File: src/rtl/core/mlfq_ram.sv
// Generic single-port-write, single-port-read RAM with registered read data
module mlfq_ram #(
    parameter int WIDTH = 8,
    parameter int DEPTH = 64
) (
    input  logic                     clk,
    input  logic                     we,
    input  logic [$clog2(DEPTH)-1:0] waddr,
    input  logic [WIDTH-1:0]         wdata,
    input  logic                     re,
    input  logic [$clog2(DEPTH)-1:0] raddr,
    output logic [WIDTH-1:0]         rdata
);

    logic [WIDTH-1:0] mem [DEPTH];

    always_ff @(posedge clk)
    begin
        if (we)
        begin
            mem[waddr] <= wdata;
        end
        if (re)
        begin
            rdata <= mem[raddr];
        end
    end

endmodule

File: config.mk
export PLATFORM = sky130hd
export DESIGN_NAME = mlfq_ram
export DESIGN_NICKNAME = d
export VERILOG_FILES = /design/src/rtl/core/mlfq_ram.sv
export SDC_FILE = /design/constraint.sdc
export NUM_CORES = 1
export LEC_CHECK = 0
export BUFFER_PORTS_ARGS = -buffer_cell sky130_fd_sc_hd__buf_2
export CAP_MARGIN = 10
export CORE_MARGIN = 2
export CORE_UTILIZATION = 30
export CTS_CLUSTER_SIZE = 24
export DETAILED_ROUTE_END_ITERATION = 16
export GPL_TIMING_DRIVEN = 0
export PLACE_DENSITY = 0.48
export REMOVE_ABC_BUFFERS = 1
export SLEW_MARGIN = 20
export SYNTH_ARGS = -nofsm -noshare
export SYNTH_HDL_FRONTEND = slang
export SYNTH_SLANG_ARGS = --single-unit
File: constraint.sdc
create_clock -name clk -period 4.8 [get_ports clk]
set_input_delay 0.24 -clock clk [delete_from_list [all_inputs] [get_ports clk]]
set_output_delay 0.24 -clock clk [all_outputs]
set_load 0.005 [all_outputs]
==> metrics.cfg, run 1 <==
[synth]
synth_most_common_cell=edfxtp_1
synth_top_family_by_area=multiplexers
synth_flop_cell=edfxtp_1
yosysTopAreaCell=edfxtp_1
synth.distinct_cells=39
synthSimpleGateAreaFrac=0.03374
syn_area_per_cell_sq_um=21.54
synth_common_cells=edfxtp_1 (520), mux4_2 (126), nor2_1 (83)
seq_area_frac_synth=0.7712
synth_xor_area_frac=0
ys_ff_latch=520
synth-adder-area-share=0
synth_top_area_share=0.7712
synth_edf_count=520
synth.area.mux_share=0.1588
async_reset_ff_frac=0
synthCells=940
synth_warnings=0
syn_area_sq_um=20250
synth_area_leaders=edfxtp_1 (77%), mux4_2 (14%), nor2_1 (1.5%), mux2i_1 (1.1%), mux2_2 (0.72%)
synth_compound_area_frac=0.02064

[cells_and_area]
area_delta_synth_final_pct=13.75
drive_above_1_share=0.2456
finish.utilization=0.3435
fin_area_sq_um=23030
fin_nets=1004
fillCellCount=6297
insertedDiodeCount=0

[hold_path]
hold_depth=2
min_path_type=in -> reg

[cts]
cts_buffer_depth=3
insertion_delay_ps=600
ctsRootBufferMaster=clkbuf_16
tritoncts=built
htree_levels=2
clock-sinks=520
clk_pin_slew_ps=60
cts_resized=0
cts_buffers=54

[route]
ant_nets=0
vias_per_cell=4.955
drc=0
dr.first_iter.drc_count=780
dr.pass1.iters=5
wl_per_cell_um=24.78
vias=9389
wl_um=46960

[timing]
skew_ps=20.52
max_freq_ghz=0.3673
hold_violations=0
rsz0062_at_grt=false
period_share=0.5672
slew_headroom=0.2899
setup_violations=0
fin_hold_ws_ps=120.5
finalMaxSlewViolations=0
worst_pin_slew_ps=1065
fin_setup_tns_ps=0
fin_crit_ps=2722
setup_ws_ps=2078

[critical_path]
crit_path_max_fanout=46
crit_slowest_cell=o32ai_1
start_kind=primary input
worstPathArrival_ps=3020
crit_cells=6
rr_worst_depth=4
path_cells=buf_4, nand2b_1, a211oi_1, nor4_1, nor3_1, o32ai_1
crit_family=simple AND/OR/NAND/NOR gates
crit_type=in -> reg
critPathCaptureType=register
critPathRequiredTime_ps=5100
max_stage_delay_ps=680
worst-path-buf-inv=1

[die]
ioPinCount=31
dieWidth_um=263.8
num_rows=95
die-height_um=263.8
die_area_sq_um=69580
core_sq_um=67040
start_util=0.3020

[placement]
pre_cts_ws_ps=1476
post-dp-hpwl_um=26920
placed_cell_area_sq_um=21340
numPortBuffers=30
place.gp.congestion=0.7153

[run]
max_cap_violations=0

[global_routing]
grt_max_degree=65
grt_pass1_wl_um=68970
grt_antenna_before_repair=0
grt_pass1_vias=9719
overflow=0
grt.total_usage=0.1366

[outcome]
outcome=completed

[power]
power.leakage_nw=6.983
peakVddDrop_mv=0.2375
power_density_nw_per_um2=413.2

worst paths after layout:
kind | startpoint | endpoint | slack, ps
min reg2reg | mem[22][0] | rdata[0] | 960
min | waddr[1] | mem[48][0] | 120
max | raddr[3] | rdata[6] | 2080
max reg2reg | mem[0][5] | rdata[5] | 2340
metrics by stage:
| stage | std cells | power [mW] |
|---|---|---|
| 2_1_floorplan | 889 | 5.334 |
| 3_3_place_gp | 1792 | 5.626 |
| 3_5_place_dp | 1797 | 5.620 |
| 4_1_cts | 1895 | 9.639 |
| 5_1_grt | 1895 | 9.831 |
| 6_report | 1895 | 9.517 |
timing repair:
action	CTS	global route
hold endpoints to repair	8	0
hold buffers	1	0
buffers inserted	0	0
metal layers:
metal	routed length, um	global-route usage	vias up	part of all wire
met4	1190	0.04361	0	0.025
met2	22480	0.2190	244	0.48
met3	2164	0.02172	84	0.046
li1	-	-	4022	-
met5	0	0	-	0
met1	21130	0.1911	5039	0.45
kinds of logic after synthesis:
family	after synthesis
buf+inv	51
flops	520
compound gates	54
simple gates	153
mux	162
cell type report:
type                    instances  area [sq um]  share of cell area
clock inverters                31         257.7             0.01119
clock buffers                  66          1418             0.06155
repair buffers                 36         322.8             0.01402
flip-flops and latches        520         15620              0.6780
multi-input cells             369          4325              0.1878
well taps                     873          1092             0.04743
state kept, by name (all words and copies together), names as in the netlist:
| signal | cells |
|---|---|
| mem | 512 |
| rdata | 8 |
power by group:
| part | internal (mW) | switching (mW) |
|---|---|---|
| clock | 2.30 | 1.70 |
| combinational | 0.171 | 0.297 |
| sequential | 5.04 | 0.00713 |
| total | 7.51 | 2.01 |
cell usage in the layout (no fill, tap or decap), drive strengths merged, types with 7 or more instances in the layout:
| master | n |
|---|---|
| edfxtp | 520 |
| mux4 | 126 |
| nor2 | 83 |
| clkbuf | 66 |
| buf | 35 |
| clkinv | 26 |
| mux2i | 23 |
| nand2 | 19 |
| nor2b | 14 |
| mux2 | 13 |
| nand3 | 13 |
| o221ai | 8 |
| o22ai | 8 |
| nand2b | 7 |
| nor3 | 7 |
Note: power is estimated with default switching activity, not from simulation.
==> inputs of run 2 (changes only) <==
Clock period 4.8 ns to 2.7 ns, I/O delays scaled along.
==> metrics.cfg, run 2 (synthesis results as in run 1) <==
[cells_and_area]
largest_registers=mem (512), rdata (8)
fin_nets=1007
largest_reg_flops=512
drive_above_1_share=0.2459
area_delta_synth_final_pct=13.97
insertedDiodeCount=0
final_cell_mix=edfxtp_1 (520), mux4_2 (126), nor2_1 (83)
multi_input_area_sq_um=4325
final_cell_count_no_fill=1898
fillCellCount=6292
seq_area_sq_um=15620
finish.utilization=0.3442
regMostFlops=mem
layout_commonest_cell=edfxtp_1

[critical_path]
path_cells=buf_4, nand2b_1, a211oi_1, nor4_1, nor3_1, o32ai_1
crit_path_max_fanout=46
critPathCaptureType=register
worst-path-buf-inv=1
max_stage_delay_ps=720
start_kind=primary input
crit_family=simple AND/OR/NAND/NOR gates
crit_slowest_cell=o32ai_1
crit_type=in -> reg
worstPathArrival_ps=2920
critPathRequiredTime_ps=2990

[cts]
insertion_delay_ps=590
ctsRootBufferMaster=clkbuf_16
clk_pin_slew_ps=60
clock-sinks=520
tritoncts=built
htree_levels=2
cts_buffers=54
cts_buffer_depth=3

[power]
peakVddDrop_mv=0.4205
power.leakage_nw=7.006
power_density_nw_per_um2=733.2

[timing]
fin_hold_ws_ps=77.52
finalMaxSlewViolations=0
period_share=0.9751
max_freq_ghz=0.3798
slew_headroom=0.2814
skew_ps=19.96
fin_crit_ps=2633
setup_ws_ps=67.33
fin_setup_tns_ps=0
setup_violations=0
hold_violations=0
rsz0062_at_grt=false
worst_pin_slew_ps=1078

[global_routing]
grt_max_degree=65
grt.total_usage=0.1366
grt_antenna_before_repair=0
overflow=0
grt_pass1_wl_um=69000
grt_pass1_vias=9732

[placement]
numPlacedInstances=1797
place.gp.congestion=0.7153
numPortBuffers=30
pre_cts_ws_ps=-519.4
post-dp-hpwl_um=26920

[route]
dr.pass1.iters=5
wl_per_cell_um=24.81
wl_um=47090
dr.first_iter.drc_count=846
vias_per_cell=4.953
ant_nets=0
vias=9401
drc=0

[die]
die_area_sq_um=69580
core_sq_um=67040
die-height_um=263.8
num_rows=95
start_util=0.3020
dieWidth_um=263.8
ioPinCount=31

[run]
max_cap_violations=0

[outcome]
outcome=completed

[hold_path]
min_path_type=in -> reg

==> run 2: timing repair <==
action	4_1_cts	5_1_grt
hold endpoints to repair	10	0
hold buffers	3	0
resized for setup	0	0
setup buffers	0	0
endpoints found under the setup margin	0	1
==> run 2: metrics by stage <==
stage / power, mW / cell area, sq um
2_1_floorplan: 9.483 / 19930
3_3_place_gp: 10.00 / 21170
3_5_place_dp: 9.992 / 21340
4_1_cts: 17.14 / 23040
5_1_grt: 17.48 / 23080
6_report: 16.92 / 23080
==> run 2: path summary, 6_finish.rpt <==
path / startpoint / endpoint / slack, ps / cells past startpoint
setup reg to reg: mem[13][4] / rdata[4] / 210 / 5
hold reg to reg: mem[22][0] / rdata[0] / 960 / 4
setup / recovery: raddr[3] / rdata[4] / 70 / 6
hold / removal: wdata[7] / mem[54][7] / 80 / 1
==> run 2: worst reg2reg max path: cells and delay by family (launching register included) <==
family / cells / cell delay, ps
AOI/OAI and AO/OA: 1 / 720
muxes: 1 / 220
DFF: 1 / 330
and+or+nand+nor: 3 / 910
==> run 2: routing by layer <==
metal | GRT usage | up-vias | part of all wire
li1 | - | 4032 | -
met1 | 0.1911 | 5039 | 0.45
met2 | 0.2191 | 249 | 0.48
met3 | 0.02172 | 81 | 0.048
met4 | 0.04361 | 0 | 0.024
met5 | 0 | - | 0
==> run 2: layout make-up <==
type | instances | area share
Timing Repair Buffer | 39 | 0.01594
Sequential cell | 520 | 0.6767
Clock buffer | 66 | 0.06143
Tap cell | 873 | 0.04734
Clock inverter | 31 | 0.01117
Multi-Input combinational cell | 369 | 0.1874
==> run 2: power by group <==
part | internal (mW) | switching (mW)
Clock | 4.10 | 3.02
Sequential | 8.95 | 0.0127
Combinational | 0.308 | 0.530
Total | 13.4 | 3.56
